**src/assert_macros.svh**
```systemverilog
// Shared assertion macros. Define NO_ASSERTIONS to compile them out.
`ifndef ASSERT_MACROS_SVH
`define ASSERT_MACROS_SVH

`ifndef NO_ASSERTIONS

// cons must hold in the same cycle as ante
`define ASSERT_IMPLY(label, clk, rst_n, ante, cons, msg) \
    label: assert property (@(posedge clk) disable iff (!(rst_n)) (ante) |-> (cons)) \
        else $error(msg);

// cons must hold in the cycle after ante
`define ASSERT_NEXT(label, clk, rst_n, ante, cons, msg) \
    label: assert property (@(posedge clk) disable iff (!(rst_n)) (ante) |=> (cons)) \
        else $error(msg);

`else

`define ASSERT_IMPLY(label, clk, rst_n, ante, cons, msg)
`define ASSERT_NEXT(label, clk, rst_n, ante, cons, msg)

`endif

`endif

```
**src/rnp_pkg.sv**
```systemverilog
package rnp_pkg;

    // field widths
    localparam int ID_BITS       = 20;
    localparam int COORD_BITS    = 24;
    localparam int DIR_BITS      = 16;
    localparam int SIZE_BITS     = COORD_BITS - 1;
    localparam int MODE_BITS     = 3;
    localparam int CFG_REGS      = 8;
    localparam int CFG_IDX_BITS  = $clog2(CFG_REGS);
    localparam int CFG_DATA_BITS = COORD_BITS;

    // datapath widths
    localparam int V_BITS     = COORD_BITS + 1;
    localparam int S_BITS     = COORD_BITS;
    localparam int PROD_BITS  = V_BITS + DIR_BITS;
    localparam int DOT_BITS   = PROD_BITS + 2;
    localparam int CROSS_BITS = PROD_BITS + 1;
    localparam int MAG_BITS   = CROSS_BITS;
    localparam int HALF_BITS  = (MAG_BITS + 1) / 2;
    localparam int HIGH_BITS  = MAG_BITS - HALF_BITS;
    localparam int CSQ_BITS   = 2 * MAG_BITS;
    localparam int PERP_BITS  = CSQ_BITS + 2;
    localparam int VSQ_BITS   = 2 * V_BITS;
    localparam int DIST_BITS  = VSQ_BITS + 2;
    localparam int SSQ_BITS   = 2 * S_BITS;
    localparam int SSQ_HALF   = SSQ_BITS / 2;
    localparam int DD_BITS    = 2 * DIR_BITS;
    localparam int THR_BITS   = SSQ_BITS + DD_BITS;
    localparam int CMP_BITS   = PERP_BITS;

    // front-to-back queue
    localparam int QDEPTH    = 2;
    localparam int QPTR_BITS = $clog2(QDEPTH);
    localparam int QCNT_BITS = $clog2(QDEPTH + 1);

    typedef enum logic [CFG_IDX_BITS-1:0] {
        CFG_ORIGIN_X = 3'd0,
        CFG_ORIGIN_Y = 3'd1,
        CFG_ORIGIN_Z = 3'd2,
        CFG_DIR_X    = 3'd3,
        CFG_DIR_Y    = 3'd4,
        CFG_DIR_Z    = 3'd5,
        CFG_RADIUS   = 3'd6,
        CFG_MODE     = 3'd7
    } cfg_idx_t;

    // mode_flags layout
    localparam int MODE_NEAR_BIT = 1;
    localparam int MODE_INCL_BIT = 2;
    localparam logic [1:0] MODE_LIST = 2'd1;

    typedef enum logic {
        KIND_MEMBER = 1'b0,
        KIND_FINAL  = 1'b1
    } kind_t;

    typedef struct packed {
        logic signed [COORD_BITS-1:0] origin_x;
        logic signed [COORD_BITS-1:0] origin_y;
        logic signed [COORD_BITS-1:0] origin_z;
        logic signed [DIR_BITS-1:0]   dir_x;
        logic signed [DIR_BITS-1:0]   dir_y;
        logic signed [DIR_BITS-1:0]   dir_z;
        logic [SIZE_BITS-1:0]         radius;
        logic [MODE_BITS-1:0]         mode;
    } cfg_t;

    localparam logic [DIR_BITS-1:0] DIR_Z_RESET = DIR_BITS'(1) << (DIR_BITS - 2);

    localparam cfg_t CFG_RESET = '{
        origin_x: '0, origin_y: '0, origin_z: '0,
        dir_x: '0, dir_y: '0, dir_z: DIR_Z_RESET,
        radius: '0, mode: '0
    };

    // one classified node as it waits for the back end
    typedef struct packed {
        logic [ID_BITS-1:0]       id;
        logic signed [V_BITS-1:0] vx;
        logic signed [V_BITS-1:0] vy;
        logic signed [V_BITS-1:0] vz;
        logic [S_BITS-1:0]        size_sum;
        logic                     skip;
        logic                     last;
    } item_t;

endpackage

```
**src/rnp_queue.sv**
```systemverilog
module rnp_queue (
    input  logic           clk,
    input  logic           rst_n,
    input  logic           push,
    input  rnp_pkg::item_t push_item,
    input  logic           pop,
    output logic           full,
    output logic           head_valid,
    output rnp_pkg::item_t head_item
);
    import rnp_pkg::*;

    item_t                slot_reg [QDEPTH];
    logic [QPTR_BITS-1:0] wr_ptr_reg;
    logic [QPTR_BITS-1:0] wr_ptr_next;
    logic [QPTR_BITS-1:0] rd_ptr_reg;
    logic [QPTR_BITS-1:0] rd_ptr_next;
    logic [QCNT_BITS-1:0] count_reg;
    logic [QCNT_BITS-1:0] count_next;

    assign full       = (count_reg == QCNT_BITS'(QDEPTH));
    assign head_valid = (count_reg != '0);
    assign head_item  = slot_reg[rd_ptr_reg];

    always_comb
    begin
        wr_ptr_next = wr_ptr_reg;
        rd_ptr_next = rd_ptr_reg;
        count_next  = count_reg;
        if (push)
        begin
            wr_ptr_next = (wr_ptr_reg == QPTR_BITS'(QDEPTH - 1)) ? '0 : wr_ptr_reg + 1'b1;
        end
        if (pop)
        begin
            rd_ptr_next = (rd_ptr_reg == QPTR_BITS'(QDEPTH - 1)) ? '0 : rd_ptr_reg + 1'b1;
        end
        if (push && !pop)
        begin
            count_next = count_reg + 1'b1;
        end
        else if (pop && !push)
        begin
            count_next = count_reg - 1'b1;
        end
    end

    always_ff @(posedge clk or negedge rst_n)
    begin
        if (!rst_n)
        begin
            wr_ptr_reg <= '0;
            rd_ptr_reg <= '0;
            count_reg  <= '0;
        end
        else
        begin
            wr_ptr_reg <= wr_ptr_next;
            rd_ptr_reg <= rd_ptr_next;
            count_reg  <= count_next;
        end
    end

    always_ff @(posedge clk)
    begin
        if (push)
        begin
            slot_reg[wr_ptr_reg] <= push_item;
        end
    end

endmodule

```
**config.mk**
```make
export PLATFORM = sky130hd
export DESIGN_NAME = rnp_queue
export DESIGN_NICKNAME = d
export VERILOG_FILES = /design/src/assert_macros.svh /design/src/rnp_pkg.sv /design/src/rnp_queue.sv
export SDC_FILE = /design/constraint.sdc
export NUM_CORES = 1
export LEC_CHECK = 0
export BUFFER_PORTS_ARGS = -buffer_cell sky130_fd_sc_hd__buf_2
export CORE_ASPECT_RATIO = 0.5
export CORE_MARGIN = 3
export CORE_UTILIZATION = 56
export CTS_CLUSTER_DIAMETER = 40
export DETAILED_ROUTE_END_ITERATION = 10
export PLACE_DENSITY = 0.85
export RECOVER_POWER = 100
export SKIP_CTS_REPAIR_TIMING = 1
export SYNTH_ARGS = -nofsm -noshare
export SYNTH_HDL_FRONTEND = slang
export SYNTH_SLANG_ARGS = --single-unit
```
**constraint.sdc**
```tcl
create_clock -name clk -period 11.4 [get_ports clk]
set_input_delay 1.71 -clock clk [delete_from_list [all_inputs] [get_ports clk]]
set_output_delay 1.71 -clock clk [all_outputs]
set_load 0.05 [all_outputs]
```
==> impl_metrics.env, run 1 <==
export IMPL_status="complete, but fails checks"
export IMPL_failed_checks="capacitance limit, slew limit"
export IMPL_clk_latency_ns=0.49
export IMPL_drv_cap=5
export IMPL_grt_total_usage=0.1876
export IMPL_drtIter0Drc=317
export IMPL_cts_root_buf="clkbuf_16"
export IMPL_rsz0062_at_grt="no"
export IMPL_die_h_um=96.91
export IMPL_drive_gt1_frac=0.3254
export IMPL_grt_max_degree=76
export IMPL_final_setup_viol_count=0
export IMPL_numCtsBuffers=22
export IMPL_power_density_mw_per_mm2=301.1
export IMPL_hold_viol=0
export IMPL_slew_violations=304
export IMPL_area_growth_pct=19.44
export IMPL_dr_pass1_iters=4
export IMPL_portBuffers=247
export IMPL_relSlewSlack=-1.809
export IMPL_path_clk_slew_ns=0.06
export IMPL_gp_congestion=0.7404
export IMPL_nFillCells=1086
export IMPL_grt_overflow=0
export IMPL_crit_path_start_kind="input pin"
export IMPL_fp_row_count=32
export IMPL_layout_nets=780
export IMPL_vias_per_cell=5.036
export IMPL_fin_crit_sh=0.6518
export IMPL_regArea_mm2=0.007367
export IMPL_cts_num_sinks=246
export IMPL_fp_dieW_um=187.8
export IMPL_ys_types=15
export IMPL_ant_nets=0
export IMPL_ioPinCount=248
export IMPL_first_global_vias=4951
export IMPL_htreeDepth=1
export IMPL_path_max_fanout=75
export IMPL_antenna_found_initial=1
export IMPL_synthTopCellsByArea="edfxtp_1, mux2_4, mux2_2"
export IMPL_ys_ff_latch=246
export IMPL_path_class="in2reg"
export IMPL_drt_wl_total_um=17480
export IMPL_drc=0
export IMPL_multiInputGateArea_mm2=0.001632
export IMPL_fmax_ghz=0.1346
export IMPL_hp_class="reg2reg"
export IMPL_tns_ns=0
export IMPL_synth_cells=393
export IMPL_avgSynthCellArea_um2=23.55
export IMPL_die_area_mm2=0.01820
export IMPL_coreArea_mm2=0.01578
export IMPL_post_dp_hpwl_um=11370
export IMPL_yosysWarningCount=0
export IMPL_cts_tree="done"
export IMPL_end_kind="register"
export IMPL_layout_min_cycle_time_ns=7.431
export IMPL_worst_endpoint_required_ns=11.39
export IMPL_synth_nets=519
export IMPL_grt_pass1_wl_um=26570
export IMPL_synth_top_area_cell="edfxtp_1"
export IMPL_peakVddDrop_uv=227.3
export IMPL_cts_buffer_depth=3
export IMPL_avgRoutedWirePerCell_um=19.59
export IMPL_skew_ns=0.008545
export IMPL_syn_area_mm2=0.009255
export IMPL_worst_pin_slew_ns=4.214
export IMPL_start_util=0.5867
export IMPL_largest_reg_flops=242
export IMPL_arrival_ns=7.42
export IMPL_synth_top_area_share=0.7852
export IMPL_finalPower_mw=3.329
export IMPL_vias=4492
export IMPL_synth_seq_area_share=0.7960
export IMPL_p_leak_nw=3.958
-- routing by layer --
| layer | up-vias | wire (µm) | track usage |
|---|---|---|---|
| li1 | 2089 | - | - |
| met1 | 2225 | 6656 | 0.2107 |
| met2 | 140 | 9250 | 0.3459 |
| met3 | 38 | 930 | 0.04308 |
| met4 | 0 | 641 | 0.07776 |
| met5 | - | 0 | 0 |
-- cells by family after synthesis --
group	Yosys count	synth area share
xor gates and xnor gates	5	0.004731
buffers and inverters	15	0.01514
DFF	246	0.7960
adders and majority gates	1	0.001352
and+or+nand+nor	5	0.003110
muxes	121	0.1797
-- Yosys cell counts, drive strengths merged --
library cell and instances:
buf 14, nor2b 2, inv 1, or2 1, and2 1, mux2 121, dfrtp 4, ha 1
xnor2 1, edfxtp 242, xor2 4, nor2 1
-- cell type report --
type                            count  area share
Timing Repair Buffer              251     0.09609
Clock inverter                     12    0.007810
Antenna cell                        1   0.0002264
Tap cell                          221     0.02501
Sequential cell                   246      0.6664
Multi-Input combinational cell    132      0.1476
Inverter                            1   0.0003396
Clock buffer                       28     0.05648
-- path summary, 6_finish.rpt --
kind	from	end	slack, ns	cells past startpoint
max in group asynchronous	rst_n	count_reg[0]	10.10	1
min in group asynchronous	rst_n	count_reg[1]	1.07	1
hold / removal	wr_ptr_reg	wr_ptr_reg	0.51	1
hold reg to reg	wr_ptr_reg	wr_ptr_reg	0.51	1
setup / recovery	push	slot_reg[1][37]	3.97	3
setup reg to reg	wr_ptr_reg	slot_reg[1][37]	4.99	2
-- per-stage QoR --
stage	setup slack, ns	hold slack (ns)	area (µm²)	std cells	utilization
2_1_floorplan	3.824	0.4474	9255	393	-
3_3_place_gp	6.959	0.4633	10680	851	0.6767
3_5_place_dp	6.953	0.5038	10680	851	0.6767
4_1_cts	6.406	0.5161	11390	891	0.7218
5_1_grt	3.198	0.5242	11050	892	0.7007
6_report	3.969	0.5094	11050	892	0.7007
-- cell usage in the layout, fill, tap and decap left out, types with 5 or more instances in the layout --
cell / n
edfxtp_1: 242
clkbuf_1: 159
buf_2: 93
mux2_4: 49
mux2_2: 40
mux2_1: 32
clkbuf_16: 23
clkinv_2: 5
-- critical path, cell delays in order --
cell and delay [ns]:
clkbuf_1 0.17, and2_0 2.35, clkbuf_1 3.10
-- power by group --
group	internal (mW)	total, mW	leakage [nW]	switching (mW)
Clock	0.411	0.717	0.352	0.306
Sequential	1.22	1.31	2.32	0.0906
Combinational	0.346	1.30	1.29	0.955
Total	1.98	3.33	3.96	1.35
(Power assumes the default switching activity.)
==> run 2: changes to the inputs <==
Settings changed: CORE_UTILIZATION 56 to 52, PLACE_DENSITY 0.85 to 0.8.
Clock period 11.4 ns to 6.9 ns, I/O delays scaled along.
==> impl_metrics.env, run 2 (synthesized netlist as in run 1, its figures left out) <==
export IMPL_status="complete, but fails checks"
export IMPL_failed_checks="capacitance limit, slew limit"
export IMPL_vias_per_cell=4.964
export IMPL_rsz0062_at_grt="no"
export IMPL_coreArea_mm2=0.01689
export IMPL_fp_row_count=33
export IMPL_power_density_mw_per_mm2=492.1
export IMPL_clk_latency_ns=0.51
export IMPL_cts_buffer_depth=3
export IMPL_largest_reg_flops=242
export IMPL_rr_endpoint="slot_reg[1][44]"
export IMPL_tns_ns=0
export IMPL_slew_violations=120
export IMPL_ioPinCount=248
export IMPL_avgRoutedWirePerCell_um=18.77
export IMPL_cpMaxStageDelayCell="dfrtp_1"
export IMPL_end_kind="output port"
export IMPL_drt_wl_total_um=16840
export IMPL_crit_path_start_kind="register"
export IMPL_cts_root_buf="clkbuf_16"
export IMPL_worst_pin_slew_ns=3.084
export IMPL_place_ws_ns=3.662
export IMPL_grt_total_usage=0.1650
export IMPL_layout_nets=780
export IMPL_drc=0
export IMPL_grt_pass1_wl_um=25160
export IMPL_gp_congestion=0.7300
export IMPL_endpoint="head_item[19]"
export IMPL_final_setup_viol_count=0
export IMPL_numCtsBuffers=22
export IMPL_ant_nets=0
export IMPL_finish_instance_area_mm2=0.01100
export IMPL_worstRegToRegCells=2
export IMPL_vias=4453
export IMPL_dr_pass1_iters=4
export IMPL_path_class="reg2out"
export IMPL_skew_ns=0.01963
export IMPL_cp_startpoint="rd_ptr_reg"
export IMPL_path_max_fanout=48
export IMPL_peakVddDrop_uv=356.4
export IMPL_drtIter0Drc=176
export IMPL_hp_class="in2async"
export IMPL_r2r_start="wr_ptr_reg"
export IMPL_start_util=0.5480
export IMPL_hold_viol=0
export IMPL_drive_gt1_frac=0.3229
export IMPL_fin_crit_sh=0.7165
export IMPL_reg2reg_slack_ns=2.96
export IMPL_cts_num_sinks=246
export IMPL_antenna_found_initial=1
export IMPL_final_cell_mix="edfxtp_1, buf_2, clkbuf_1"
export IMPL_die_h_um=100.3
export IMPL_htreeDepth=1
export IMPL_relSlewSlack=-1.056
export IMPL_fp_dieW_um=194.7
export IMPL_p_leak_nw=3.922
export IMPL_cts_tree="done"
export IMPL_setup_slack_ns=1.956
export IMPL_cpPeakStageDelay_ns=1.37
export IMPL_path_clk_slew_ns=0.06
export IMPL_path_cells="clkbuf_2 -> mux2_4 -> clkbuf_1"
export IMPL_layout_min_cycle_time_ns=4.944
export IMPL_grt_max_degree=97
export IMPL_post_dp_hpwl_um=11120
export IMPL_area_growth_pct=18.89
export IMPL_first_global_vias=4692
export IMPL_worst_endpoint_required_ns=5.86
export IMPL_fmax_ghz=0.2023
export IMPL_die_area_mm2=0.01953
export IMPL_arrival_ns=3.91
export IMPL_dpl_cell_area_mm2=0.01070
export IMPL_grt_overflow=0
export IMPL_drv_cap=3
export IMPL_final_common_cell="edfxtp_1"
export IMPL_portBuffers=247
-- run 2: cell types whose count changed in the layout (fill, tap and decap cells not counted), sizes merged --
cell      before  now
buf           94  129
bufinv         1    3
clkbuf       185  149
clkinv         9    8
clkinvlp       1    0
-- run 2: through the flow --
step	power [mW]	hold slack (ns)	cells	util
finish	5.415	0.3478	897	0.6516
CTS	5.690	0.3041	896	0.6761
floorplan	4.075	0.4474	393	-
global placement	4.444	0.4635	857	0.6333
global route	5.637	0.3408	897	0.6516
detailed placement	4.474	0.4761	857	0.6333
-- run 2: metal layers --
layer	global-route usage	vias to the layer above	part of all wire
met5	0	-	0
met4	0.04190	0	0.021
met3	0.03856	28	0.051
met2	0.3105	123	0.54
met1	0.1941	2219	0.39
li1	-	2083	-
-- run 2: cell type report --
cell class | count | area, µm²
fillers | 1241 | 5884
flip-flops and latches | 246 | 7367
multi-input cells | 132 | 1503
well taps | 227 | 284.0
clock buffers | 27 | 569.3
repair buffers | 251 | 1121
diodes | 1 | 2.502
inverters | 1 | 3.754
clock inverters | 12 | 152.6
-- run 2: worst min-delay path by stage --
stage                   endpoint
floorplan           count_reg[1]
global placement    count_reg[1]
detailed placement  count_reg[1]
CTS                   rd_ptr_reg
global route          rd_ptr_reg
finish                wr_ptr_reg
-- run 2: worst max-delay path: cells and delay by family, from the launching register on --
| family | cells | cell delay, ns |
|---|---|---|
| muxes | 1 | 0.31 |
| DFF | 1 | 1.37 |
| buffers and inverters | 2 | 1.67 |
-- run 2: report_power, final --
group | total (mW) | switching (mW) | internal [mW]
Combinational | 2.11 | 1.59 | 0.512
Clock | 1.21 | 0.509 | 0.706
Sequential | 2.09 | 0.104 | 1.99
Total | 5.42 | 2.21 | 3.21
