[config.mk]
export PLATFORM = sky130hd
export DESIGN_NAME = rnp_front
export DESIGN_NICKNAME = d
export VERILOG_FILES = /design/src/assert_macros.svh /design/src/rnp_pkg.sv /design/src/rnp_front.sv
export SDC_FILE = /design/constraint.sdc
export NUM_CORES = 1
export LEC_CHECK = 0
export BUFFER_PORTS_ARGS = -buffer_cell sky130_fd_sc_hd__buf_2
export CAP_MARGIN = 20
export CORE_AREA = 2 2 162 164
export CTS_CLUSTER_DIAMETER = 200
export DETAILED_ROUTE_END_ITERATION = 8
export DIE_AREA = 0 0 164 166
export PLACE_DENSITY_LB_ADDON = 0.1
export SLEW_MARGIN = 0
export SYNTH_ARGS = -nofsm -noshare
export SYNTH_HDL_FRONTEND = slang
export SYNTH_SLANG_ARGS = --single-unit
export TNS_END_PERCENT = 5
[constraint.sdc]
create_clock -name clk -period 2.92 [get_ports clk]
set_input_delay 0.292 -clock clk [delete_from_list [all_inputs] [get_ports clk]]
set_output_delay 0.292 -clock clk [all_outputs]
set_load 0.01 [all_outputs]
[src/assert_macros.svh]
// Shared assertion macros. Define NO_ASSERTIONS to compile them out.
`ifndef ASSERT_MACROS_SVH
`define ASSERT_MACROS_SVH

`ifndef NO_ASSERTIONS

// cons must hold in the same cycle as ante
`define ASSERT_IMPLY(label, clk, rst_n, ante, cons, msg) \
    label: assert property (@(posedge clk) disable iff (!(rst_n)) (ante) |-> (cons)) \
        else $error(msg);

// cons must hold in the cycle after ante
`define ASSERT_NEXT(label, clk, rst_n, ante, cons, msg) \
    label: assert property (@(posedge clk) disable iff (!(rst_n)) (ante) |=> (cons)) \
        else $error(msg);

`else

`define ASSERT_IMPLY(label, clk, rst_n, ante, cons, msg)
`define ASSERT_NEXT(label, clk, rst_n, ante, cons, msg)

`endif

`endif

[src/rnp_pkg.sv]
package rnp_pkg;

    // field widths
    localparam int ID_BITS       = 20;
    localparam int COORD_BITS    = 24;
    localparam int DIR_BITS      = 16;
    localparam int SIZE_BITS     = COORD_BITS - 1;
    localparam int MODE_BITS     = 3;
    localparam int CFG_REGS      = 8;
    localparam int CFG_IDX_BITS  = $clog2(CFG_REGS);
    localparam int CFG_DATA_BITS = COORD_BITS;

    // datapath widths
    localparam int V_BITS     = COORD_BITS + 1;
    localparam int S_BITS     = COORD_BITS;
    localparam int PROD_BITS  = V_BITS + DIR_BITS;
    localparam int DOT_BITS   = PROD_BITS + 2;
    localparam int CROSS_BITS = PROD_BITS + 1;
    localparam int MAG_BITS   = CROSS_BITS;
    localparam int HALF_BITS  = (MAG_BITS + 1) / 2;
    localparam int HIGH_BITS  = MAG_BITS - HALF_BITS;
    localparam int CSQ_BITS   = 2 * MAG_BITS;
    localparam int PERP_BITS  = CSQ_BITS + 2;
    localparam int VSQ_BITS   = 2 * V_BITS;
    localparam int DIST_BITS  = VSQ_BITS + 2;
    localparam int SSQ_BITS   = 2 * S_BITS;
    localparam int SSQ_HALF   = SSQ_BITS / 2;
    localparam int DD_BITS    = 2 * DIR_BITS;
    localparam int THR_BITS   = SSQ_BITS + DD_BITS;
    localparam int CMP_BITS   = PERP_BITS;

    // front-to-back queue
    localparam int QDEPTH    = 2;
    localparam int QPTR_BITS = $clog2(QDEPTH);
    localparam int QCNT_BITS = $clog2(QDEPTH + 1);

    typedef enum logic [CFG_IDX_BITS-1:0] {
        CFG_ORIGIN_X = 3'd0,
        CFG_ORIGIN_Y = 3'd1,
        CFG_ORIGIN_Z = 3'd2,
        CFG_DIR_X    = 3'd3,
        CFG_DIR_Y    = 3'd4,
        CFG_DIR_Z    = 3'd5,
        CFG_RADIUS   = 3'd6,
        CFG_MODE     = 3'd7
    } cfg_idx_t;

    // mode_flags layout
    localparam int MODE_NEAR_BIT = 1;
    localparam int MODE_INCL_BIT = 2;
    localparam logic [1:0] MODE_LIST = 2'd1;

    typedef enum logic {
        KIND_MEMBER = 1'b0,
        KIND_FINAL  = 1'b1
    } kind_t;

    typedef struct packed {
        logic signed [COORD_BITS-1:0] origin_x;
        logic signed [COORD_BITS-1:0] origin_y;
        logic signed [COORD_BITS-1:0] origin_z;
        logic signed [DIR_BITS-1:0]   dir_x;
        logic signed [DIR_BITS-1:0]   dir_y;
        logic signed [DIR_BITS-1:0]   dir_z;
        logic [SIZE_BITS-1:0]         radius;
        logic [MODE_BITS-1:0]         mode;
    } cfg_t;

    localparam logic [DIR_BITS-1:0] DIR_Z_RESET = DIR_BITS'(1) << (DIR_BITS - 2);

    localparam cfg_t CFG_RESET = '{
        origin_x: '0, origin_y: '0, origin_z: '0,
        dir_x: '0, dir_y: '0, dir_z: DIR_Z_RESET,
        radius: '0, mode: '0
    };

    // one classified node as it waits for the back end
    typedef struct packed {
        logic [ID_BITS-1:0]       id;
        logic signed [V_BITS-1:0] vx;
        logic signed [V_BITS-1:0] vy;
        logic signed [V_BITS-1:0] vz;
        logic [S_BITS-1:0]        size_sum;
        logic                     skip;
        logic                     last;
    } item_t;

endpackage

[src/rnp_front.sv]
module rnp_front (
    input  logic                              clk,
    input  logic                              rst_n,
    input  logic                              cfg_write,
    input  logic [rnp_pkg::CFG_IDX_BITS-1:0]  cfg_index,
    input  logic [rnp_pkg::CFG_DATA_BITS-1:0] cfg_data,
    input  logic                              in_valid,
    output logic                              in_stall,
    input  logic [rnp_pkg::ID_BITS-1:0]       node_id,
    input  logic signed [rnp_pkg::COORD_BITS-1:0] pos_x,
    input  logic signed [rnp_pkg::COORD_BITS-1:0] pos_y,
    input  logic signed [rnp_pkg::COORD_BITS-1:0] pos_z,
    input  logic [rnp_pkg::SIZE_BITS-1:0]     node_size,
    input  logic                              unhighlighted,
    input  logic                              last_node,
    input  logic                              q_full,
    output logic                              q_push,
    output rnp_pkg::item_t                    q_item,
    output rnp_pkg::cfg_t                     cfg
);
    import rnp_pkg::*;

    cfg_t cfg_reg;
    cfg_t cfg_next;

    // register writes
    always_comb
    begin
        cfg_next = cfg_reg;
        if (cfg_write)
        begin
            unique case (cfg_idx_t'(cfg_index))
                CFG_ORIGIN_X: cfg_next.origin_x = cfg_data[COORD_BITS-1:0];
                CFG_ORIGIN_Y: cfg_next.origin_y = cfg_data[COORD_BITS-1:0];
                CFG_ORIGIN_Z: cfg_next.origin_z = cfg_data[COORD_BITS-1:0];
                CFG_DIR_X:    cfg_next.dir_x    = cfg_data[DIR_BITS-1:0];
                CFG_DIR_Y:    cfg_next.dir_y    = cfg_data[DIR_BITS-1:0];
                CFG_DIR_Z:    cfg_next.dir_z    = cfg_data[DIR_BITS-1:0];
                CFG_RADIUS:   cfg_next.radius   = cfg_data[SIZE_BITS-1:0];
                CFG_MODE:     cfg_next.mode     = cfg_data[MODE_BITS-1:0];
            endcase
        end
    end

    always_ff @(posedge clk or negedge rst_n)
    begin
        if (!rst_n)
        begin
            cfg_reg <= CFG_RESET;
        end
        else
        begin
            cfg_reg <= cfg_next;
        end
    end

    assign cfg = cfg_reg;

    // accept while the queue has room
    assign in_stall = q_full;
    assign q_push   = in_valid && !q_full;

    // offset from the ray origin, sign-extended by one bit
    always_comb
    begin
        q_item.id       = node_id;
        q_item.vx       = {pos_x[COORD_BITS-1], pos_x}
                        - {cfg_reg.origin_x[COORD_BITS-1], cfg_reg.origin_x};
        q_item.vy       = {pos_y[COORD_BITS-1], pos_y}
                        - {cfg_reg.origin_y[COORD_BITS-1], cfg_reg.origin_y};
        q_item.vz       = {pos_z[COORD_BITS-1], pos_z}
                        - {cfg_reg.origin_z[COORD_BITS-1], cfg_reg.origin_z};
        q_item.size_sum = {1'b0, cfg_reg.radius} + {1'b0, node_size};
        q_item.skip     = unhighlighted && !cfg_reg.mode[MODE_INCL_BIT];
        q_item.last     = last_node;
    end

endmodule

==> results of run 1 <==
==> worst min path at each step <==
stage | from | cells past startpoint | to
after floorplan | rst_n | 0 | cfg[0]
after global placement | rst_n | 1 | cfg[43]
after detailed placement | rst_n | 1 | cfg[50]
after CTS | cfg_data[23] | 3 | cfg[121]
after global routing | cfg_data[23] | 3 | cfg[97]
final | cfg_data[23] | 3 | cfg[121]
==> synthesized netlist by cell type (4+ instances only) <==
cell type,count,area share
a211oi_1,10,0.0072
nand4_1,15,0.0090
o21ai_0,118,0.056
a21o_1,31,0.022
a31oi_1,10,0.0060
o211ai_1,7,0.0050
nor2_1,52,0.019
nor2b_1,16,0.0096
nor3_1,11,0.0053
o21a_1,11,0.0079
a21oi_1,84,0.040
dfrtp_1,145,0.35
and3_1,10,0.0060
nand3_1,20,0.0096
xnor2_1,59,0.049
o21bai_1,8,0.0057
inv_1,99,0.035
xor2_1,22,0.018
nor3b_1,4,0.0029
nand2b_1,22,0.013
mux2_2,77,0.083
and2_1,5,0.0030
clkbuf_1,39,0.014
ha_1,95,0.11
o22ai_1,4,0.0024
fa_1,4,0.0076
a311oi_1,5,0.0042
nand2_1,120,0.043
buf_4,22,0.016
a21boi_0,5,0.0036
==> cells in the final DEF, fill, tap and decap left out, types with 10 or more instances in the layout <==
| cell | synthesis | routed |
|---|---|---|
| xnor2_1 | 59 | 57 |
| o21a_1 | 11 | 11 |
| a21o_1 | 31 | 31 |
| nor2b_1 | 16 | 13 |
| a211oi_1 | 10 | 10 |
| dfrtp_1 | 145 | 144 |
| buf_2 | 0 | 374 |
| nand2b_1 | 22 | 21 |
| nand3_1 | 20 | 17 |
| nand2_1 | 120 | 120 |
| a21oi_2 | 0 | 19 |
| mux2_2 | 77 | 77 |
| a21oi_1 | 84 | 64 |
| ha_1 | 95 | 75 |
| nor2_1 | 52 | 47 |
| o21ai_0 | 118 | 104 |
| buf_4 | 22 | 43 |
| ha_2 | 0 | 10 |
| ha_4 | 0 | 10 |
| xor2_1 | 22 | 22 |
| clkbuf_16 | 0 | 17 |
| nand4_1 | 15 | 15 |
| inv_1 | 99 | 96 |
==> worst min-delay path, delay by kind of cell <==
family          cells  cell delay, ns
compound gates      1            0.06
buf+inv             1            0.12
simple gates        1            0.05
==> per-stage QoR <==
stage                      util  hold WS (ns)  setup TNS, ns
after CTS                 0.535         0.124          -2.81
after detailed placement  0.498         0.360        -0.0553
after global placement    0.498         0.354        -0.0368
final                     0.545         0.141          -2.98
after floorplan               -      -0.00359              0
after global routing      0.545         0.137          -7.32
==> logic make-up after synthesis <==
group | after synthesis | share of synthesized area
AO/OA/AOI/OAI | 315 | 0.181
XOR/XNOR | 81 | 0.0677
AND/OR/NAND/NOR | 290 | 0.132
buffers and inverters | 160 | 0.0652
adder cells (fa/ha/maj) | 99 | 0.121
flip-flops | 146 | 0.349
multiplexers | 78 | 0.0838
==> timing repair <==
item                                    CTS  global route
hold buffers                              1             0
gates resized for setup                  71            52
pin swaps                                22             9
setup buffers                             9             1
endpoints found under the hold margin    65             0
endpoints found under the setup margin   47            52
==> power by group through the flow <==
stage | clock network (W) | logic (W) | registers, W
5_1_grt | 0.00233 | 0.00645 | 0.00280
3_5_place_dp | 0 | 0.00550 | 0.00277
6_report | 0.00219 | 0.00590 | 0.00275
3_3_place_gp | 0 | 0.00548 | 0.00276
2_1_floorplan | 0 | 0.00314 | 0.00294
4_1_cts | 0.00224 | 0.00574 | 0.00274
==> per-layer routing <==
metal	up-vias	GRT usage	routed length, um
met1	4729	0.330	15300
li1	4856	-	-
met4	4	0.0896	914
met5	-	0	21
met3	61	0.0537	2550
met2	384	0.435	17300
==> final cells by class <==
class / count / area, um2
fill: 2481 / 11700
tap: 335 / 419
clock buffer: 17 / 425
clock inverter: 15 / 166
antenna: 5 / 12.5
inverter: 99 / 372
timing repair buffer: 422 / 2260
multi-input combinational: 863 / 6640
sequential: 146 / 3660
==> reports/qor.csv, run 1 <==
stage;metric;value;unit
synth;Mean Syn Cell Area;8.96;um2
synth;synthesis-stage register bit count;146;
die;Die H;166;um
pwr;Pwr Density;778;mW/mm2
setup_path;R2R depth;2;
die;Core Box Area;0.0256;mm2
synth;synth unique cells;58;
detailed_routing;Via Count;10000;
status;outcome;finished, violations left;
setup_path;Worst R2R End;cfg[122];
die;Initial Utilization;0.409;
detailed_routing;WL/cell;19.0;um
setup_path;crit path DAT;2.95;ns
detailed_routing;initial DRC count;625;
die;DIE AREA;0.0272;mm2
sta;Tcrit/Tclk final;1.11;
layout;max reg flops;146;
layout;final instance area;0.0140;mm2
cts;CTS tree;built;
detailed_routing;DRC viols;0;
cts;TritonCTS Buffers;17;
setup_path;Crit path max-delay family;compound AO/OA/AOI/OAI gates;
pwr;Net Sw Frac;0.427;
setup_path;worst path bufs/invs;1;
global_route;first-pass GRT wire length;54200;um
setup_path;CP Depth;10;
sta;Slew Viols, Final;0;
cts;H-tree levels;4;
die;io pins;418;
setup_path;Crit Path Max Fanout;3;
worst_hold_path;Hold WC Path Type;in2reg;
setup_path;Slowest cell on crit path;dfrtp_1;
cts;clock root buffer;clkbuf_16;
die;die span in x;164;um
synth;synth warn;0;
placement;Place WS;-0.0325;ns
global_route;initial antenna violation count;6;
cts;clock buffer depth;2;
pwr;leak pwr;6.79;nW
layout;Synth-to-Final Area Change;33.2;%
status;failing checks;setup timing;
setup_path;Crit. End Element;output port;
pwr;post-layout total power;0.0109;W
synth;Synth Instances;1169;
detailed_routing;final WL;36100;um
pwr;Seq pwr share;0.254;
layout;layout cell share with drive strength beyond 1;0.401;
placement;DP HPWL;27700;um
setup_path;Critical Path Start;cfg[3];
detailed_routing;Antenna Nets Post-Route;0;
cts;Clock Pin Slew Worst Setup and Hold Paths;0.07;ns
setup_path;worst reg2reg setup slack;1.99;ns
layout;Final Non-Filler Cells;1902;
sta;final setup vio count;23;
global_route;Overflow after GRT;0;
placement;placed cells;1854;
flow_run;Max Cap Violations;0;
sta;Fin Clk Skew;0;ns
global_route;largest net degree at the start of global routing;69;
setup_path;Worst path max stage delay;0.41;ns
sta;Min Clock Period, post-route;3.24;ns
global_route;number of global-route vias before repair;9738;
global_route;All-Layer GR Usage;0.259;
pwr;peak supply drop;0.403;mV
pwr;share of total power in the clock network;0.202;
sta;Slew @ Worst Pin;0.675;ns
sta;RSZ-0062 raised after global routing;yes;
placement;port bufs;375;
setup_path;RR Startpoint;cfg[122];
cts;# clock sinks;146;
cts;Clock Latency Late Sink;0.44;ns
setup_path;cell breakdown of the critical path;ha_4, fa_2, a21o_1, a221oi_4, a221o_1, o22ai_4, o21a_1, o41ai_2, xnor2_1, buf_2;
synth;register area share after synthesis;0.349;
die;Cell Rows;59;
sta;Fin. Hold Viols;0;
synth;Synth Net Count;1417;
setup_path;Setup CP Type;reg2out;
setup_path;worst setup path endpoint;q_item[22];
pwr;cell internal pwr;0.00622;W
placement;area post-placement;0.0128;mm2
detailed_routing;number of vias per cell;5.28;
pwr;part of the power in combinational logic;0.544;
sta;FMAX;308;MHz
synth;FFs w/ async S/R, synth;1.00;
layout;Nets;1797;
sta;final worst slack;-0.324;ns
setup_path;Worst Setup Start Kind;flop;
detailed_routing;Pre-antenna DRT Iters;5;
setup_path;worst path required time;2.63;ns
pwr;Psw;0.00463;W
synth;synthesized area;0.0105;mm2
synth;Synth Flop Type;dfrtp_1;
synth;number of synthesized flops with an enable pin;0;
placement;GPL Wtd Cong;0.901;
sta;Slew Limit Headroom;0.550;
(Power assumes the default switching activity.)
==> inputs of run 2 (changes only) <==
==> constraint.sdc (replaced) <==
create_clock -name clk -period 2.92 [get_ports clk]
set_input_delay 0.146 -clock clk [delete_from_list [all_inputs] [get_ports clk]]
set_output_delay 0.146 -clock clk [all_outputs]
set_load 0.01 [all_outputs]
==> run 2 against run 1 <==
  * The run still ends with setup timing left
  * Wire length decreased by 1.4%
  * Cell count decreased by 1.4%
  * Utilization shrank 1.4 points
  * Sequential power about the same
  * Sequential cell count stayed put
  * Combinational power is 3.9% lower
  * Worst setup slack better by 0.16 ns
  * Via count decreased by 1.3%
  * Clock skew is the same
  * Total power shrank 2.0%
  * Global-route usage shrank 0.42 points
  * Critical endpoint is now q_item[49]
  * Largest power group unchanged
==> reports/qor.csv, run 2 (synthesized netlist as in run 1, its figures left out) <==
stage;metric;value;unit
status;outcome;finished, violations left;
status;failing checks;setup timing;
pwr;peak supply drop;0.386;mV
pwr;leak pwr;6.67;nW
layout;most frequent cells in the layout;buf_2, dfrtp_1, nand2_1;
layout;multi-input logic area;0.00646;mm2
detailed_routing;final WL;35600;um
sta;Slew Viols, Final;0;
detailed_routing;number of vias per cell;5.28;
sta;final setup vio count;10;
setup_path;Worst path max stage delay;0.44;ns
pwr;share of total power in the clock network;0.208;
sta;Fin Hold WS;0.0273;ns
layout;Synth-to-Final Area Change;29.8;%
global_route;Overflow after GRT;0;
setup_path;Slowest cell on crit path;or4_4;
detailed_routing;Via Count;9903;
placement;placed cells;1834;
sta;Min Clock Period, post-route;3.09;ns
cts;# clock sinks;146;
global_route;initial antenna violation count;1;
die;Initial Utilization;0.409;
setup_path;Worst Setup Start Kind;flop;
cts;CTS tree;built;
pwr;Seq pwr share;0.259;
layout;FILL cells;2468;
pwr;part of the power in combinational logic;0.534;
placement;port bufs;375;
cts;clock root buffer;clkbuf_16;
setup_path;Setup CP Type;reg2out;
setup_path;worst reg2reg setup slack;2.02;ns
setup_path;cell breakdown of the critical path;inv_1, ha_1, nand2b_1, a21oi_2, o41a_1, a41o_1, or4_4, a31oi_4, xnor2_1, buf_2;
detailed_routing;DRC viols;0;
global_route;number of global-route vias before repair;9368;
sta;Fin. Hold Viols;0;
die;Die H;166;um
die;die span in x;164;um
layout;max reg flops;146;
cts;H-tree levels;4;
worst_hold_path;Hold WC Path Type;in2reg;
layout;commonest non-fill, non-tap cell in the layout;buf_2;
detailed_routing;WL/cell;19.0;um
setup_path;worst path bufs/invs;2;
layout;layout cell share with drive strength beyond 1;0.375;
setup_path;crit path DAT;2.94;ns
sta;RSZ-0062 raised after global routing;yes;
cts;Clock Latency Late Sink;0.42;ns
placement;area post-placement;0.0126;mm2
cts;clock buffer depth;2;
cts;TritonCTS Buffers;17;
die;Core Box Area;0.0256;mm2
global_route;largest net degree at the start of global routing;60;
flow_run;Max Cap Violations;0;
pwr;Net Sw Frac;0.429;
setup_path;Crit Path Max Fanout;3;
detailed_routing;initial DRC count;470;
global_route;first-pass GRT wire length;53100;um
sta;Tcrit/Tclk final;1.06;
sta;FMAX;324;MHz
pwr;Pwr Density;782;mW/mm2
sta;Slew Limit Headroom;0.413;
placement;DP HPWL;27800;um
detailed_routing;Pre-antenna DRT Iters;5;
sta;Fin Clk Skew;0;ns
sta;final worst slack;-0.166;ns
detailed_routing;Antenna Nets Post-Route;0;
die;DIE AREA;0.0272;mm2
layout;final instance area;0.0136;mm2
layout;Final Non-Filler Cells;1875;
global_route;All-Layer GR Usage;0.255;
setup_path;worst path required time;2.77;ns
layout;Nets;1772;
sta;Slew @ Worst Pin;0.876;ns
setup_path;Crit. End Element;output port;
die;Cell Rows;59;
pwr;cell internal pwr;0.00607;W
setup_path;Crit path max-delay family;compound AO/OA/AOI/OAI gates;
sta;setup_tns;-0.647;ns
layout;Reg area;0.00366;mm2
cts;Clock Pin Slew Worst Setup and Hold Paths;0.08;ns
die;io pins;418;
pwr;Psw;0.00456;W
placement;GPL Wtd Cong;0.881;
placement;Place WS;0.0821;ns
==> run 2: area by class of cell <==
type / instances / area share
multi-input combinational: 863 / 0.475
inverter: 99 / 0.0273
sequential: 146 / 0.269
antenna: 3 / 0.000552
tap: 335 / 0.0308
clock inverter: 15 / 0.0136
timing repair buffer: 397 / 0.152
clock buffer: 17 / 0.0313
==> run 2: worst paths after layout <==
kind / startpoint / end / depth (start not counted)
worst max-delay path: cfg[75] / q_item[49] / 10
worst min-delay path: cfg_data[18] / cfg[140] / 3
worst max register to register: cfg[122] / cfg[122] / 2
worst min register to register: cfg[71] / cfg[71] / 1
max in group asynchronous: rst_n / cfg[20] / 3
min in group asynchronous: rst_n / cfg[43] / 2
==> run 2: tightest hold or removal path, stage by stage <==
cell and delay [ns]:
buf_2 0.15, nand2_1 0.06, o21ai_0 0.06
==> run 2: per-stage QoR <==
step	utilization	power, W
after floorplan	-	0.00608
after global placement	0.492	0.00816
after detailed placement	0.492	0.00819
after CTS	0.525	0.0106
after global routing	0.530	0.0113
final	0.531	0.0106
==> run 2: layer usage <==
layer | up-vias | GRT usage | part of all wire
met3 | 55 | 0.0509 | 0.060
li1 | 4791 | - | -
met1 | 4719 | 0.329 | 0.44
met5 | - | 0 | 0
met2 | 338 | 0.430 | 0.48
met4 | 0 | 0.0767 | 0.021
==> run 2: power groups by stage <==
stage               Clock [W]  Combinational (W)  Sequential, W
global placement            0            0.00540        0.00276
finish                0.00221            0.00567        0.00275
detailed placement          0            0.00542        0.00278
global route          0.00234            0.00620        0.00279
floorplan                   0            0.00314        0.00294
CTS                   0.00226            0.00557        0.00274
==> run 2: what timing repair did <==
item	in CTS	in global routing
pin swaps	10	13
buffers inserted	1	3
endpoints found under the setup margin	33	42
endpoints found under the hold margin	60	0
hold buffers	2	0
resized for setup	48	33
==> inputs of run 3 (changes only) <==
==> constraint.sdc (replaced) <==
create_clock -name clk -period 3.2 [get_ports clk]
set_input_delay 0.16 -clock clk [delete_from_list [all_inputs] [get_ports clk]]
set_output_delay 0.16 -clock clk [all_outputs]
set_load 0.01 [all_outputs]
==> run 3 against run 2 <==
  * The flow now finishes without violations
  * Total power down 8.7%
  * Sequential power down 9.1%
  * Combinational power down 11%
  * Global-route usage down 0.21 points
  * Utilization down 0.70 points
  * Die area unchanged
  * Clock-buffer cell count unchanged
  * First-iteration DRC count up 43%
  * Cell count down 0.32%
  * Critical endpoint is now q_item[22]
  * Clock power down 2%
  * Critical path depth unchanged
  * Critical path type unchanged
==> reports/qor.csv, run 3 (synthesized netlist as in run 1, its figures left out) <==
stage;metric;value;unit
status;outcome;completed;
layout;most frequent cells in the layout;buf_2, dfrtp_1, nand2_1;
flow_run;Max Cap Violations;0;
layout;Synth-to-Final Area Change;28.1;%
sta;Slew Limit Headroom;0.425;
detailed_routing;Via Count;9852;
cts;clock buffer depth;2;
detailed_routing;DRC viols;0;
cts;CTS tree;built;
layout;max reg flops;146;
detailed_routing;WL/cell;19.0;um
setup_path;worst reg2reg setup slack;2.30;ns
detailed_routing;met2 routed WL;17100;um
sta;final worst slack;0.0130;ns
detailed_routing;Antenna Nets Post-Route;0;
global_route;initial antenna violation count;7;
layout;final instance area;0.0134;mm2
layout;commonest non-fill, non-tap cell in the layout;buf_2;
sta;RSZ-0062 raised after global routing;yes;
pwr;Pwr Density;724;mW/mm2
die;io pins;418;
die;Die H;166;um
placement;Place WS;0.256;ns
die;Initial Utilization;0.409;
global_route;first-pass GRT wire length;52500;um
global_route;Overflow after GRT;0;
sta;final setup vio count;0;
placement;GPL Wtd Cong;0.896;
pwr;part of the power in combinational logic;0.519;
die;Cell Rows;59;
sta;setup_tns;0;ns
setup_path;Worst R2R End;cfg[23];
pwr;Psw;0.00404;W
pwr;Net Sw Frac;0.416;
setup_path;crit path DAT;3.03;ns
detailed_routing;initial DRC count;672;
sta;Min Clock Period, post-route;3.19;ns
setup_path;R2R depth;1;
pwr;leak pwr;6.63;nW
placement;area post-placement;0.0126;mm2
detailed_routing;Post-Route M1 WL;15300;um
pwr;post-layout total power;0.00971;W
sta;Tcrit/Tclk final;0.996;
pwr;peak supply drop;0.336;mV
detailed_routing;max layer used;met5;
setup_path;Setup CP Type;reg2out;
placement;port bufs;375;
setup_path;cell breakdown of the critical path;ha_2, fa_2, a21o_1, a221oi_4, a221o_1, o22ai_2, o21a_1, o41ai_2, xnor2_1, buf_2;
die;DIE AREA;0.0272;mm2
detailed_routing;final WL;35500;um
layout;Nets;1764;
global_route;number of global-route vias before repair;9354;
layout;layout cell share with drive strength beyond 1;0.351;
sta;Fin Hold WS;0.0547;ns
setup_path;Crit Path Max Fanout;4;
die;Core Box Area;0.0256;mm2
setup_path;Worst Setup Start Kind;flop;
cts;H-tree levels;4;
setup_path;RR Startpoint;cfg[23];
worst_hold_path;Hold Crit Depth;3;
cts;TritonCTS Buffers;17;
sta;Slew @ Worst Pin;0.858;ns
setup_path;worst path required time;3.04;ns
cts;Clock Latency Late Sink;0.42;ns
setup_path;Worst path max stage delay;0.40;ns
sta;FMAX;314;MHz
cts;clock root buffer;clkbuf_16;
detailed_routing;Pre-antenna DRT Iters;5;
setup_path;Crit. End Element;output port;
detailed_routing;metal3 WL;2450;um
global_route;largest net degree at the start of global routing;82;
pwr;cell internal pwr;0.00567;W
pwr;Seq pwr share;0.257;
worst_hold_path;Hold Path End;cfg[142];
pwr;share of total power in the clock network;0.224;
die;die span in x;164;um
worst_hold_path;min-delay src;cfg_data[20];
detailed_routing;number of vias per cell;5.27;
setup_path;Slowest cell on crit path;dfrtp_1;
cts;Clock Pin Slew Worst Setup and Hold Paths;0.07;ns
placement;DP HPWL;27700;um
sta;Fin Clk Skew;0;ns
global_route;All-Layer GR Usage;0.253;
sta;Slew Viols, Final;0;
cts;# clock sinks;146;
worst_hold_path;Hold WC Path Type;in2reg;
sta;Fin. Hold Viols;0;
-- run 3: cell count changes in the layout (fill, tap and decap cells not counted), moves of 3 or more --
cell and delta:
a21oi_2 -10, a21oi_1 +9, buf_4 -9, ha_1 +6, clkinv_8 -5, ha_2 -5, o21ai_0 +4, o21ai_1 -4
bufinv_16 +3
-- run 3: area by class of cell --
| cell class | count | area, um2 |
|---|---|---|
| tap | 335 | 419 |
| clock inverter | 15 | 208 |
| fill | 2490 | 12200 |
| clock buffer | 17 | 425 |
| sequential | 146 | 3650 |
| multi-input combinational | 863 | 6310 |
| inverter | 99 | 372 |
| antenna | 5 | 12.5 |
| timing repair buffer | 389 | 2010 |
-- run 3: metrics by stage --
stage               std cells  utilization
floorplan                1169            -
global placement         1827        0.490
detailed placement       1827        0.490
CTS                      1863        0.517
global route             1867        0.523
finish                   1869        0.524
-- run 3: how the worst max path moves through the flow --
| stage | start | endpoint | slack [ns] | cells after the start |
|---|---|---|---|---|
| floorplan | cfg[3] | q_item[22] | 0.54 | 9 |
| global placement | cfg[3] | q_item[22] | 0.29 | 10 |
| detailed placement | cfg[3] | q_item[22] | 0.26 | 10 |
| CTS | cfg[74] | q_item[48] | -0.04 | 11 |
| global route | cfg[76] | q_item[49] | -0.10 | 10 |
| finish | cfg[3] | q_item[22] | 0.01 | 10 |
-- run 3: repair_timing --
action,CTS,global route
pin swaps,4,7
hold endpoints to repair,80,0
endpoints found under the setup margin,10,22
setup buffers,2,1
hold buffers,2,0
gates cloned,0,0
gates resized for setup,6,31
-- run 3: routing by layer --
layer,up-vias,GRT usage
li1,4765,-
met1,4692,0.328
met2,340,0.416
met4,4,0.0793
met3,51,0.0612
met5,-,0
-- run 3: power groups by stage --
stage	logic, W	clock network [W]	registers [W]
after floorplan	0.00287	0	0.00268
after global placement	0.00490	0	0.00252
after detailed placement	0.00491	0	0.00253
after CTS	0.00496	0.00222	0.00250
after global routing	0.00552	0.00230	0.00255
final	0.00504	0.00217	0.00250
-- run 3: worst max-delay path: cells and delay by family (launching register included) --
kind / cells / cell delay (ns)
AO/OA/AOI/OAI: 6 / 1.32
adder cells (fa/ha/maj): 2 / 0.55
flip-flops: 1 / 0.40
XOR/XNOR: 1 / 0.18
buffers and inverters: 1 / 0.16
